## config.mk

```make
export PLATFORM = sky130hd
export DESIGN_NAME = spgs_divider
export DESIGN_NICKNAME = d
export VERILOG_FILES = /design/src/hw/rtl/spgs_pkg.sv /design/src/hw/rtl/spgs_divider.sv
export SDC_FILE = /design/constraint.sdc
export NUM_CORES = 2
export LEC_CHECK = 0
export BUFFER_PORTS_ARGS = -buffer_cell sky130_fd_sc_hd__buf_2
export CORE_UTILIZATION = 40
export CTS_CLUSTER_DIAMETER = 60
export CTS_CLUSTER_SIZE = 25
export DETAILED_ROUTE_END_ITERATION = 8
export PLACE_DENSITY_LB_ADDON = 0.1
export SLEW_MARGIN = 10
export SYNTH_ARGS = -nofsm -noshare
export SYNTH_HDL_FRONTEND = slang
export SYNTH_SLANG_ARGS = --single-unit
```

## constraint.sdc

```tcl
create_clock -name clk -period 17.18 [get_ports clk]
set_input_delay 4.295 -clock clk [delete_from_list [all_inputs] [get_ports clk]]
set_output_delay 4.295 -clock clk [all_outputs]
set_load 0.005 [all_outputs]
```

## src/hw/rtl/spgs_pkg.sv

```systemverilog
`timescale 1ns / 1ps
`default_nettype none
// ----------------------------------------------------------------------------
// spgs_pkg
// Shared widths, constants, types and helper functions of the spectral
// Poisson Green-function scaler.
// ----------------------------------------------------------------------------
package spgs_pkg;

  // Field widths.
  localparam int unsigned IDX_W     = 6;
  localparam int unsigned IDX_DEPTH = 1 << IDX_W;
  localparam int unsigned COEF_W    = 32;
  localparam int unsigned SCALE_W   = 32;
  localparam int unsigned SQ_W      = 17;   // sin^2 in Q1.16, up to just over 1.0
  localparam int unsigned SUM_W     = 18;   // sum of three sin^2 terms
  localparam int unsigned PROD_W    = 64;   // |coef| * scale plus rounding
  localparam int unsigned Q_W       = 32;   // quotient bits kept
  localparam int unsigned REM_W     = SUM_W;

  // Divider organization: quotient bits resolved per pipeline stage.
  localparam int unsigned DIV_SPS    = 4;
  localparam int unsigned DIV_STAGES = Q_W / DIV_SPS;

  // Constants.
  localparam logic [63:0]        PI_Q30       = 64'd3373259426;
  localparam int unsigned        TAYLOR_TERMS = 8;
  localparam logic [SCALE_W-1:0] SCALE_RESET  = 32'h0001_0000;
  localparam logic [Q_W-1:0]     POS_MAX      = 32'h7FFF_FFFF;
  localparam logic [Q_W-1:0]     NEG_MIN      = 32'h8000_0000;

  // Status that rides along with every item.
  typedef struct packed {
    logic dc;
    logic neg_re;
    logic neg_im;
  } spgs_side_t;

  // Front end result: rounded dividends and the divisor.
  typedef struct packed {
    logic [PROD_W-1:0] num_re;
    logic [PROD_W-1:0] num_im;
    logic [SUM_W-1:0]  den;
    spgs_side_t        side;
  } spgs_num_t;

  // Divider result: quotients and overflow flags.
  typedef struct packed {
    logic [Q_W-1:0] q_re;
    logic [Q_W-1:0] q_im;
    logic           ovf_re;
    logic           ovf_im;
    spgs_side_t     side;
  } spgs_quot_t;

  // One restoring division step: returns {quotient bit, new remainder}.
  function automatic logic [REM_W:0] div_step(input logic [REM_W-1:0] rem,
                                              input logic             nb,
                                              input logic [SUM_W-1:0] den);
    logic [REM_W:0] trial;
    logic [REM_W:0] diff;
    trial = {rem, nb};
    diff  = trial - {1'b0, den};
    if (trial >= {1'b0, den}) begin
      return {1'b1, diff[REM_W-1:0]};
    end else begin
      return {1'b0, trial[REM_W-1:0]};
    end
  endfunction

  // Sign and saturation of one part: returns {saturated, value}.
  function automatic logic [Q_W:0] sat_part(input logic [Q_W-1:0] q,
                                            input logic           ovf,
                                            input logic           neg);
    logic [Q_W-1:0] negq;
    negq = (~q) + 1'b1;
    if (neg) begin
      // A negative coefficient gives a positive potential.
      if (ovf || (q > POS_MAX)) begin
        return {1'b1, POS_MAX};
      end else begin
        return {1'b0, q};
      end
    end else begin
      if (ovf || (q > NEG_MIN)) begin
        return {1'b1, NEG_MIN};
      end else begin
        return {1'b0, negq};
      end
    end
  endfunction

endpackage : spgs_pkg
`default_nettype wire

```

## src/hw/rtl/spgs_divider.sv

```systemverilog
`timescale 1ns / 1ps
`default_nettype none
// ----------------------------------------------------------------------------
// spgs_divider
// Pipelined restoring divider for the real and imaginary dividends by the
// shared divisor S. Each stage resolves DIV_SPS (four) quotient bits; the first stage
// also flags quotients that do not fit in 32 bits.
// ----------------------------------------------------------------------------
module spgs_divider (
  input  wire                   clk,
  input  wire                   rst_n,
  input  wire                   in_valid,
  output logic                  in_ready,
  input  spgs_pkg::spgs_num_t   in_num,
  output logic                  out_valid,
  input  wire                   out_ready,
  output spgs_pkg::spgs_quot_t  out_quot
);
  import spgs_pkg::*;

  typedef struct packed {
    logic [REM_W-1:0] rem_re;
    logic [REM_W-1:0] rem_im;
    logic [Q_W-1:0]   low_re;
    logic [Q_W-1:0]   low_im;
    logic [Q_W-1:0]   q_re;
    logic [Q_W-1:0]   q_im;
    logic [SUM_W-1:0] den;
    logic             ovf_re;
    logic             ovf_im;
    spgs_side_t       side;
  } div_st_t;

  logic [DIV_STAGES-1:0] v_r;
  logic [DIV_STAGES:0]   rdy;
  div_st_t               st_r   [DIV_STAGES];
  div_st_t               st_src [DIV_STAGES];
  div_st_t               st_nxt [DIV_STAGES];
  logic [Q_W-1:0]        hi_re, hi_im;

  // Ready chain: a stage loads when it is empty or its successor loads.
  always_comb begin
    rdy[DIV_STAGES] = out_ready;
    for (int k = DIV_STAGES - 1; k >= 0; k--) begin
      rdy[k] = !v_r[k] || rdy[k+1];
    end
  end

  assign in_ready = rdy[0];

  // Entry: the upper dividend half is the first partial remainder. A quotient
  // of 2^32 or more shows as an upper half not below the divisor.
  assign hi_re = in_num.num_re[PROD_W-1 -: Q_W];
  assign hi_im = in_num.num_im[PROD_W-1 -: Q_W];

  always_comb begin
    st_src[0].rem_re = hi_re[REM_W-1:0];
    st_src[0].rem_im = hi_im[REM_W-1:0];
    st_src[0].low_re = in_num.num_re[Q_W-1:0];
    st_src[0].low_im = in_num.num_im[Q_W-1:0];
    st_src[0].q_re   = '0;
    st_src[0].q_im   = '0;
    st_src[0].den    = in_num.den;
    st_src[0].ovf_re = (hi_re >= Q_W'(in_num.den));
    st_src[0].ovf_im = (hi_im >= Q_W'(in_num.den));
    st_src[0].side   = in_num.side;
    for (int k = 1; k < DIV_STAGES; k++) begin
      st_src[k] = st_r[k-1];
    end
  end

  // Each stage shifts in the next dividend bits and resolves quotient bits.
  always_comb begin
    div_st_t        st;
    logic [REM_W:0] rs_re;
    logic [REM_W:0] rs_im;
    for (int k = 0; k < DIV_STAGES; k++) begin
      st = st_src[k];
      for (int j = 0; j < DIV_SPS; j++) begin
        rs_re     = div_step(st.rem_re, st.low_re[Q_W-1], st.den);
        rs_im     = div_step(st.rem_im, st.low_im[Q_W-1], st.den);
        st.rem_re = rs_re[REM_W-1:0];
        st.rem_im = rs_im[REM_W-1:0];
        st.q_re   = {st.q_re[Q_W-2:0], rs_re[REM_W]};
        st.q_im   = {st.q_im[Q_W-2:0], rs_im[REM_W]};
        st.low_re = {st.low_re[Q_W-2:0], 1'b0};
        st.low_im = {st.low_im[Q_W-2:0], 1'b0};
      end
      st_nxt[k] = st;
    end
  end

  // Valid bits travel with the stage data.
  always_ff @(posedge clk) begin
    if (!rst_n) begin
      v_r <= '0;
    end else begin
      if (rdy[0]) begin
        v_r[0] <= in_valid;
      end
      for (int k = 1; k < DIV_STAGES; k++) begin
        if (rdy[k]) begin
          v_r[k] <= v_r[k-1];
        end
      end
    end
  end

  // Stage data registers.
  always_ff @(posedge clk) begin
    for (int k = 0; k < DIV_STAGES; k++) begin
      if (rdy[k]) begin
        st_r[k] <= st_nxt[k];
      end
    end
  end

  assign out_valid       = v_r[DIV_STAGES-1];
  assign out_quot.q_re   = st_r[DIV_STAGES-1].q_re;
  assign out_quot.q_im   = st_r[DIV_STAGES-1].q_im;
  assign out_quot.ovf_re = st_r[DIV_STAGES-1].ovf_re;
  assign out_quot.ovf_im = st_r[DIV_STAGES-1].ovf_im;
  assign out_quot.side   = st_r[DIV_STAGES-1].side;

endmodule : spgs_divider
`default_nettype wire

```

==> results_dict.tcl <==
set metrics [dict create \
    status "completed" \
    layout-drive-gt1-share 0.117 \
    clock-root-buffer "clkbuf_16" \
    grt_max_degree 91 \
    hold_start "st_r[0][392]" \
    totalWireLength_mm 299 \
    synth_area_leaders "edfxtp_1, ha_1, mux2_2" \
    cp_slowest_stage_delay_ns 0.78 \
    start_kind "primary input" \
    syn_area_sq_mm 0.0945 \
    initial_utilization 0.402 \
    placed_cell_area_sq_mm 0.0995 \
    synthFlopType "edfxtp_1" \
    fp.dieW_microns 488 \
    ys_top_cells_by_count "ha_1, edfxtp_1, a21oi_1" \
    syn_inst 10100 \
    cts_buffers 104 \
    worstPathArrival_ns 16.43 \
    hold_path.class "reg -> reg" \
    async_flop_share 0 \
    max_slew_margin 0.260 \
    firstDrtPassIters 9 \
    rows 178 \
    grt_first_pass_wirelength_mm 450 \
    setup_viol 0 \
    whs_ns 0.409 \
    startpoint "in_num[3]" \
    viasPerCell 5.75 \
    ant_nets 0 \
    fmax_mhz 62.9 \
    slew_violations 0 \
    syn_avg_cell_area_sq_um 9.32 \
    r2r_start "st_r[1][6]" \
    crit_slowest_cell "a2111oi_0" \
    yosysMostFrequentCell "ha_1" \
    synth.distinct_cells 105 \
    boundaryPins 224 \
    clk_pin_slew_worst_paths_ns 0.09 \
    port_buffers 223 \
    grtUsageTotal 0.245 \
    grt_pass1_vias 76200 \
    final_cell_area_sq_mm 0.104 \
    antenna_found_initial 11 \
    cts_hold_buf 0 \
    wl_met2_mm 149 \
    avgRoutedWirePerCell_microns 21.9 \
    path_max_fanout 19 \
    period_share 0.926 \
    cts_resized 0 \
    worst_clock_skew_ns 0.0446 \
    drt-met1-wl_mm 129 \
    ys_ff_latch 938 \
    min_period_ns 15.90 \
    cts_setup_buffers 0 \
    drcViolationCount 0 \
    required_ns 17.71 \
    yosys_warnings 0 \
    hpwl_mm 233 \
    cts_max_path_buffers 3 \
    vias 78400 \
    area_growth_pct 9.71 \
    grt_overflow 0 \
    top_layer_used "met5" \
    cts_tree "built" \
    hold_viol 0 \
    ys_seq_area_frac 0.297 \
    cts.sinks 938 \
    syn-num-nets 11500 \
    maxCapViolCount 0 \
    insertion_delay_ns 0.81 \
    core-area_sq_mm 0.235 \
    yosysTopAreaCellShare 0.296 \
    cts_max_level 3 \
    critPathKind "in -> reg" \
    wl_met3_mm 10.6 \
    die-area_sq_mm 0.238 \
    drtIter0Drc 4898 \
    synth_edf_count 930 \
    routabilityCongestion 0.909 \
    tightestPinTransition_ns 1.10 \
    end_kind "flop" \
    rsz0062_at_grt "false" \
    fin_nets 11800 \
    die_y_microns 488 \
    setup_tns_ns 0 \
    yosysTopAreaCell "edfxtp_1" \
]
[placed cells by master, fill, tap and decap left out, drive strengths merged, types with 103 or more instances in the layout]
master / count
ha: 1188
edfxtp: 930
a21oi: 760
nand2: 724
inv: 686
o21ai: 659
nor2: 622
xnor2: 541
mux2: 509
a21o: 395
buf: 370
xor2: 277
nor3: 212
nand3: 206
nor2b: 186
o21a: 179
nand4: 159
mux2i: 146
nand2b: 143
clkbuf: 109
o21bai: 103
[cell families (layout without fill, tap and decap cells)]
family          after synthesis  after routing  synth area share
mux                         655            655            0.0767
flops                       938            938             0.297
buf+inv                     865           1208            0.0379
fa+ha+maj                  1250           1250             0.170
other cells                   0              3                 0
compound gates             2916           2916             0.202
simple gates               2690           2690             0.140
xor+xnor                    818            818            0.0758
[worst max-delay path, delay by kind of cell]
kind | cells | cell delay (ns)
compound gates | 22 | 5.66
fa+ha+maj | 5 | 1.63
buf+inv | 6 | 1.13
mux | 2 | 0.73
simple gates | 12 | 2.95
[metal layers]
| layer | vias to the layer above | global-route usage |
|---|---|---|
| li1 | 38600 | - |
| met1 | 37700 | 0.300 |
| met2 | 1621 | 0.442 |
| met3 | 476 | 0.0240 |
| met4 | 4 | 0.0840 |
| met5 | - | 0 |
[worst paths after layout]
kind | to | slack, ns | cells past startpoint
setup / recovery | st_r[0][155] | 1.28 | 47
hold / removal | st_r[0][575] | 0.41 | 0
setup reg to reg | st_r[1][342] | 2.69 | 50
hold reg to reg | st_r[0][575] | 0.41 | 0
[sequential cells by signal, summed over array words and instances (netlist names)]
| signal | cells |
|---|---|
| st_r | 930 |
| v_r | 8 |
[through the flow]
stage / worst slack [ns] / utilization / instances
after global routing: 0.522 / 0.441 / 13600
after global placement: 0.733 / 0.424 / 13400
after floorplan: 2.34 / - / 10100
after CTS: 1.45 / 0.441 / 13600
after detailed placement: 0.619 / 0.424 / 13400
final: 1.28 / 0.441 / 13600
[layout make-up]
class / instances / area [sq um]
repair buffers: 370 / 2230
clock buffers: 109 / 2660
flip-flops and latches: 938 / 28100
well taps: 3150 / 3940
inverters: 640 / 2420
multi-input cells: 8329 / 62900
fillers: 22700 / 131000
diodes: 3 / 7.51
clock inverters: 89 / 1420
Power is not shown: default switching activity piles up to over one toggle a cycle in this logic, so the estimate is an artifact.
